`src/rtl/core/assert_macros.svh`:
```
// assertion macros for the rtl files
`ifndef ASSERT_MACROS_SVH
`define ASSERT_MACROS_SVH

// clocked assertion with explicit clock and active-low reset
`define ASSERT_CLK(lbl, clk, rstn, prop, msg) \
  lbl: assert property (@(posedge clk) disable iff (!rstn) prop) else $error(msg);

// assertion on the default clock and reset of the block
`define ASSERT_DEF(lbl, prop, msg) \
  `ASSERT_CLK(lbl, clk_i, rst_ni, prop, msg)

`endif

```
`src/rtl/core/cdlr_pkg.sv`:
```
// types, constants and helper functions of the counter dump link receiver
package cdlr_pkg;

  localparam int INDEX_BITS = 16;

  // positions the index width can reach, clipped to the 16-bit capacity range
  localparam logic [15:0] POS_SPAN = (INDEX_BITS >= 16) ? 16'hFFFF : 16'(1 << INDEX_BITS);

  typedef enum logic [2:0] {
    MODE_STATS   = 3'd0,
    MODE_DUMP    = 3'd1,
    MODE_STATUS  = 3'd2,
    MODE_ABORT   = 3'd3,
    MODE_TEST    = 3'd4,
    MODE_RX      = 3'd5,
    MODE_TIMEOUT = 3'd6,
    MODE_CLEAR   = 3'd7
  } mode_e;

  typedef enum logic [2:0] {
    PH_IDLE   = 3'd0,
    PH_HDR    = 3'd1,
    PH_SIZE   = 3'd2,
    PH_DATA   = 3'd3,
    PH_SUM    = 3'd4,
    PH_STATUS = 3'd5
  } phase_e;

  typedef enum logic [1:0] {
    KIND_STATS  = 2'd0,
    KIND_DUMP   = 2'd1,
    KIND_STATUS = 2'd2
  } kind_e;

  typedef enum logic [1:0] {
    REG_CAPACITY = 2'd0,
    REG_RETRY    = 2'd1
  } reg_e;

  // command codes, low six bits of a command byte
  localparam logic [5:0] CMD_DUMP   = 6'o10;
  localparam logic [5:0] CMD_STATUS = 6'o20;
  localparam logic [5:0] CMD_TEST   = 6'o30;
  localparam logic [5:0] CMD_NAK    = 6'o33;
  localparam logic [5:0] CMD_ACK    = 6'o34;
  localparam logic [5:0] CMD_ABORT  = 6'o37;

  localparam logic [7:0] CHR_STATS = 8'h23;  // '#'
  localparam logic [7:0] CHR_FRAME = 8'h3A;  // ':'
  localparam logic [7:0] CHR_END   = 8'h2E;  // '.'

  localparam logic [8:0] FULL_FRAME = 9'h100;

  // flag bits
  localparam logic [3:0] F_HDR  = 4'b0001;
  localparam logic [3:0] F_OVER = 4'b0010;
  localparam logic [3:0] F_SUM  = 4'b0100;
  localparam logic [3:0] F_TIME = 4'b1000;

  localparam logic [15:0] CAP_RESET   = 16'hFFFF;
  localparam logic [3:0]  RETRY_RESET = 4'd10;

  typedef struct packed {
    logic [2:0] mode;
    logic [3:0] counter;
    logic [1:0] unit;
    logic [7:0] rx_data;
  } in_t;

  typedef struct packed {
    logic        tx_valid;
    logic [7:0]  tx_byte;
    logic        flush_port;
    logic        wr_valid;
    logic [15:0] wr_index;
    logic [7:0]  wr_data;
    logic        done_res;
    logic        ok;
    logic [15:0] result_count;
    logic [3:0]  status_flags;
    logic [7:0]  status_reply;
  } res_t;

  typedef struct packed {
    logic [1:0]  index;
    logic [15:0] data;
  } cfg_t;

  typedef struct packed {
    logic [15:0] capacity;
    logic [3:0]  retry_limit;
  } ctrl_t;

  typedef struct packed {
    phase_e                  phase;
    kind_e                   kind;
    logic [1:0]              addr;
    logic [8:0]              remaining;
    logic [7:0]              sum;
    logic [15:0]             base;
    logic [15:0]             wpos;
    logic [3:0]              retries;
    logic [3:0]              flags;
  } state_t;

  // counter number to code within its unit (0..5)
  function automatic logic [2:0] counter_code(input logic [3:0] c);
    logic [3:0] r;
    if (c >= 4'd12) begin
      r = c - 4'd12;
    end else if (c >= 4'd6) begin
      r = c - 4'd6;
    end else begin
      r = c;
    end
    return r[2:0];
  endfunction

  function automatic logic [1:0] unit_addr(input logic [1:0] u);
    logic [1:0] a;
    case (u)
      2'd0:    a = 2'd1;
      2'd1:    a = 2'd2;
      default: a = 2'd3;
    endcase
    return a;
  endfunction

endpackage

```
`src/rtl/core/cdlr_step.sv`:
```
// next-state and result logic for one input word
module cdlr_step (
  input  cdlr_pkg::state_t st_i,
  input  cdlr_pkg::in_t    item_i,
  input  cdlr_pkg::ctrl_t  ctrl_i,
  output cdlr_pkg::state_t st_o,
  output cdlr_pkg::res_t   res_o
);
  import cdlr_pkg::*;

  state_t     st;
  res_t       r;
  logic [2:0] code;
  logic [1:0] uaddr;
  logic [3:0] retries_inc;

  assign code        = counter_code(item_i.counter);
  assign uaddr       = unit_addr(item_i.unit);
  assign retries_inc = st_i.retries + 4'd1;

  always_comb begin
    st = st_i;
    r  = '0;
    case (mode_e'(item_i.mode))
      MODE_STATS, MODE_DUMP: begin
        st.addr = (item_i.counter >= 4'd6) ? 2'd2 : 2'd1;
        r.tx_valid = 1'b1;
        if (mode_e'(item_i.mode) == MODE_STATS) begin
          st.kind = KIND_STATS;
          r.tx_byte = {st.addr, 3'd0, code};
        end else begin
          st.kind = KIND_DUMP;
          r.tx_byte = {st.addr, CMD_DUMP | {3'd0, code}};
        end
        st.base    = '0;
        st.wpos    = '0;
        st.retries = '0;
        if (st_i.flags != '0) begin
          r.done_res = 1'b1;
          st.phase   = PH_IDLE;
        end else begin
          st.phase = PH_HDR;
        end
      end
      MODE_STATUS: begin
        st.kind = KIND_STATUS;
        st.addr = uaddr;
        // units beyond the second get no command
        if (item_i.unit < 2'd2) begin
          r.tx_valid = 1'b1;
          r.tx_byte  = {uaddr, CMD_STATUS};
        end
        if (st_i.flags != '0) begin
          r.done_res = 1'b1;
          st.phase   = PH_IDLE;
        end else begin
          st.phase = PH_STATUS;
        end
      end
      MODE_ABORT: begin
        st.phase     = PH_IDLE;
        r.flush_port = 1'b1;
        r.tx_valid   = 1'b1;
        r.tx_byte    = {uaddr, CMD_ABORT};
      end
      MODE_TEST: begin
        st.phase   = PH_IDLE;
        r.tx_valid = 1'b1;
        r.tx_byte  = {uaddr, CMD_TEST};
      end
      MODE_RX: begin
        case (st_i.phase)
          PH_IDLE: begin
          end
          PH_HDR: begin
            if ((st_i.kind == KIND_STATS && item_i.rx_data == CHR_STATS) ||
                (st_i.kind == KIND_DUMP && item_i.rx_data == CHR_FRAME)) begin
              st.phase = PH_SIZE;
            end else if (st_i.kind == KIND_DUMP && item_i.rx_data == CHR_END) begin
              r.done_res     = 1'b1;
              r.ok           = 1'b1;
              r.result_count = st_i.base;
              st.phase       = PH_IDLE;
            end else begin
              st.flags   = st_i.flags | F_HDR;
              r.done_res = 1'b1;
              st.phase   = PH_IDLE;
            end
          end
          PH_SIZE: begin
            st.remaining = (item_i.rx_data == '0) ? FULL_FRAME : {1'b0, item_i.rx_data};
            st.sum       = '0;
            st.wpos      = st_i.base;
            st.phase     = PH_DATA;
          end
          PH_DATA: begin
            if (st_i.wpos >= ctrl_i.capacity || st_i.wpos >= POS_SPAN) begin
              st.flags   = st_i.flags | F_OVER;
              r.done_res = 1'b1;
              st.phase   = PH_IDLE;
            end else begin
              r.wr_valid   = 1'b1;
              r.wr_index   = st_i.wpos;
              r.wr_data    = item_i.rx_data;
              st.sum       = st_i.sum + item_i.rx_data;
              st.wpos      = st_i.wpos + 16'd1;
              st.remaining = st_i.remaining - 9'd1;
              if (st.remaining == '0) begin
                st.phase = PH_SUM;
              end
            end
          end
          PH_SUM: begin
            if (st_i.kind == KIND_STATS) begin
              // a stats frame still completes with a bad sum, only flagged
              if (item_i.rx_data != st_i.sum) begin
                st.flags = st_i.flags | F_SUM;
              end
              r.done_res     = 1'b1;
              r.ok           = 1'b1;
              r.result_count = st_i.wpos;
              st.phase       = PH_IDLE;
            end else if (item_i.rx_data != st_i.sum) begin
              st.retries = retries_inc;
              r.tx_valid = 1'b1;
              if (retries_inc == ctrl_i.retry_limit) begin
                r.flush_port = 1'b1;
                r.tx_byte    = {st_i.addr, CMD_ABORT};
                st.flags     = st_i.flags | F_SUM;
                r.done_res   = 1'b1;
                st.phase     = PH_IDLE;
              end else begin
                r.tx_byte = {st_i.addr, CMD_NAK};
                st.wpos   = st_i.base;
                if (st_i.flags != '0) begin
                  r.done_res = 1'b1;
                  st.phase   = PH_IDLE;
                end else begin
                  st.phase = PH_HDR;
                end
              end
            end else begin
              r.tx_valid = 1'b1;
              r.tx_byte  = {st_i.addr, CMD_ACK};
              st.base    = st_i.wpos;
              st.retries = '0;
              if (st_i.flags != '0) begin
                r.done_res = 1'b1;
                st.phase   = PH_IDLE;
              end else begin
                st.phase = PH_HDR;
              end
            end
          end
          PH_STATUS: begin
            r.done_res     = 1'b1;
            r.ok           = 1'b1;
            r.status_reply = item_i.rx_data;
            st.phase       = PH_IDLE;
          end
          default: begin
            st.phase = PH_IDLE;
          end
        endcase
      end
      MODE_TIMEOUT: begin
        if (st_i.phase != PH_IDLE) begin
          st.flags   = st_i.flags | F_TIME;
          r.done_res = 1'b1;
          st.phase   = PH_IDLE;
        end
      end
      MODE_CLEAR: begin
        st.flags = '0;
      end
      default: begin
      end
    endcase
    r.status_flags = st.flags;
    st_o  = st;
    res_o = r;
  end

endmodule

```
`config.mk`:
```
export PLATFORM = sky130hd
export DESIGN_NAME = cdlr_step
export DESIGN_NICKNAME = d
export VERILOG_FILES = /design/src/rtl/core/assert_macros.svh /design/src/rtl/core/cdlr_pkg.sv /design/src/rtl/core/cdlr_step.sv
export SDC_FILE = /design/constraint.sdc
export NUM_CORES = 1
export LEC_CHECK = 0
export BUFFER_PORTS_ARGS = -buffer_cell sky130_fd_sc_hd__buf_2
export CORE_UTILIZATION = 47
export DETAILED_ROUTE_END_ITERATION = 6
export GPL_ROUTABILITY_DRIVEN = 0
export PLACE_DENSITY_LB_ADDON = 0.2
export SLEW_MARGIN = 20
export SYNTH_ARGS = -nofsm -noshare
export SYNTH_HDL_FRONTEND = slang
export SYNTH_SLANG_ARGS = --single-unit
```
`constraint.sdc`:
```
create_clock -name vclk -period 3.3
set_input_delay 0.33 -clock vclk [all_inputs]
set_output_delay 0.33 -clock vclk [all_outputs]
set_load 0.01 [all_outputs]
```
==> impl_metrics.py <==
metrics = {
    "power": {
        "power.leakage_nw": 2.69,
        "netSwitchingPower_mw": 0.407,
        "pwr-share-clk": 0,
        "internal-power_mw": 0.261,
        "ir_worst_vdd_mv": 0.0955,
        "swShare": 0.609,
        "powerDensity_mw_per_mm2": 128,
        "power_mw": 0.668,
        "combPwrFrac": 1.000,
        "seqPwrFrac": 0,
    },
    "critical_path": {
        "crit_arrival_ns": 2.80,
        "critPathRequiredTime_ns": 2.97,
        "endpoint_kind": "primary output",
        "path_class": "input port to primary output",
        "start_kind": "input port",
        "critPathMaxFanout": 22,
        "path_common_cell": "buf_2",
        "path_cells": "buf_2 > ha_1 > nor2b_1 > o211a_1 > o311ai_4 > nand4_2 > inv_2 > buf_4 > nand4_1 > mux2i_1 > o31ai_1 > buf_2",
        "worst_path_largest_cell_delay_ns": 0.34,
        "crit_slowest_cell": "o311ai_4",
    },
    "placement": {
        "hpwlAfterDp_um": 13000,
        "pre_cts_ws_ns": 0.205,
        "dpl.cell_count": 964,
        "io_buffer_count": 229,
    },
    "final_layout": {
        "nClkBuffers": 0,
        "fill_cells": 847,
        "mostFrequentLayoutCell": "buf_2",
        "finalNetCount": 992,
        "instances_no_fill": 964,
        "drive_above_1_share": 0.322,
        "num_antenna_cells": 0,
        "layout-area-overhead-vs-synth_pct": 30.9,
        "final_cell_mix": "229 x buf_2, 75 x nor2_1, 65 x nand2_1",
        "flops_and_latches": 0,
        "regArea_um2": 0,
    },
    "drt": {
        "wirelength_um": 16700,
        "dr.first_iter.drc_count": 630,
        "vias": 6121,
        "wl_per_cell_um": 17.3,
        "drt-pass1-iter-count": 5,
        "drtAntennaViolNets": 0,
        "via_per_inst": 6.35,
        "drc": 0,
    },
    "synth": {
        "ys_warn_count": 0,
        "avgSynthCellArea_um2": 6.09,
        "syn-num-nets": 784,
        "synthDistinctLibCells": 75,
        "synth_area_leaders": "ha_1 9.1%, o21ai_0 7.4%, nor2_1 7.1%, nand2_1 6.1%, a21oi_1 6.0%",
        "synthCells": 653,
        "yosysSeqAreaShare": 0,
        "yosys.area.top_type": "ha_1",
        "yosysTopAreaCellShare": 0.0912,
        "netlist_area_mm2": 0.00398,
    },
    "sta": {
        "min_period_ns": 3.13,
        "layout_setup_ws_ns": 0.169,
        "tightest_slew_ns": 0.891,
        "fin_crit_sh": 0.949,
        "slew_viol_final": 0,
        "hold_viol": 0,
        "max_freq_ghz": 0.319,
        "fin_setup_tns_ns": 0,
        "rsz0062_at_grt": "no",
        "holdWs_ns": 0.967,
        "setup_viol": 0,
        "relSlewSlack": 0.402,
    },
    "global_route": {
        "grt_use_total": 0.353,
        "antenna_found_initial": 0,
        "grt_max_degree": 24,
        "grt_pass1_wl_um": 25300,
        "grt_pass1_vias": 5192,
        "grt_overflow_total": 0,
    },
    "floorplanning": {
        "rows": 33,
        "die-area_mm2": 0.00884,
        "io_pins": 230,
        "start_util": 0.484,
        "dieHeight_um": 94.0,
        "coreArea_mm2": 0.00822,
        "dieWidth_um": 94.0,
    },
    "min_path": {
        "hold_start": "st_i[57]",
        "hold_class": "input port to primary output",
        "min_to": "st_o[57]",
        "hold_depth": 4,
    },
    "cts": {
        "cts_resized": 0,
        "postCtsSetupRepairBufs": 0,
        "cts.hold.buffers_added": 0,
    },
    "job": {
        "maxCapViolCount": 0,
    },
    "run_status": {
        "outcome": "complete, no violations",
    },
}
[final cells by class]
cell class | instances | area, um2 | area share
Inverter | 41 | 154 | 0.0296
Timing Repair Buffer | 258 | 1370 | 0.263
Multi-Input combinational cell | 560 | 3550 | 0.683
Tap cell | 105 | 131 | 0.0252
[through the flow]
stage / instance area, um2 / util
after floorplan: 3980 / -
after global placement: 5200 / 0.633
after detailed placement: 5200 / 0.633
after CTS: 5200 / 0.633
after global routing: 5210 / 0.634
final: 5210 / 0.634
[worst max-delay path, delay by kind of cell]
family                   cells  cell delay, ns
buffers and inverters        4            0.67
multiplexers                 1            0.15
AO/OA/AOI/OAI                3            0.87
AND/OR/NAND/NOR              3            0.45
adder cells (fa/ha/maj)      1            0.32
[kinds of logic (layout without fill, tap and decap cells)]
| group | after synthesis | in the layout | synth area share |
|---|---|---|---|
| AOI/OAI and AO/OA | 229 | 229 | 0.388 |
| xor gates and xnor gates | 17 | 17 | 0.0374 |
| adders and majority gates | 30 | 30 | 0.0963 |
| buffers and inverters | 93 | 299 | 0.106 |
| muxes | 12 | 12 | 0.0318 |
| other | 1 | 1 | 0.000943 |
| and+or+nand+nor | 271 | 271 | 0.340 |
[cell usage after synthesis (all sizes together), types with 5 or more instances]
master / instances
nor2: 78
nand2: 66
o21ai: 66
a21oi: 48
inv: 40
ha: 29
buf: 26
clkbuf: 26
a22o: 23
nand3: 22
a22oi: 21
and3: 19
nor3: 19
and2: 11
nor4: 11
mux2i: 10
nor2b: 10
xnor2: 10
nand4: 9
o31ai: 9
nand2b: 8
o22ai: 8
or3: 7
xor2: 7
a31oi: 6
a221oi: 5
[per-layer routing]
metal | wire [um] | part of all wire | track usage
met5 | 0 | 0 | 0
met4 | 455 | 0.027 | 0.115
met3 | 1890 | 0.11 | 0.0388
met2 | 7730 | 0.46 | 0.583
met1 | 6610 | 0.40 | 0.473
[worst max-delay path by stage]
stage          endpoint  startpoint  depth (start not counted)
3_3_place_gp   st_o[43]     st_i[9]                         12
5_1_grt         st_o[8]     st_i[9]                         15
6_report       st_o[18]     st_i[9]                         12
4_1_cts        st_o[12]     st_i[9]                         11
2_1_floorplan   st_o[8]   ctrl_i[5]                         15
3_5_place_dp   st_o[12]     st_i[9]                         11
[power by group through the flow]
stage / Sequential, mW / Clock (mW) / Combinational (mW)
after global placement: 0 / 0 / 0.635
after floorplan: 0 / 0 / 0.400
after global routing: 0 / 0 / 0.723
after CTS: 0 / 0 / 0.653
final: 0 / 0 / 0.668
after detailed placement: 0 / 0 / 0.650
Note: power is estimated with default switching activity, not from simulation.
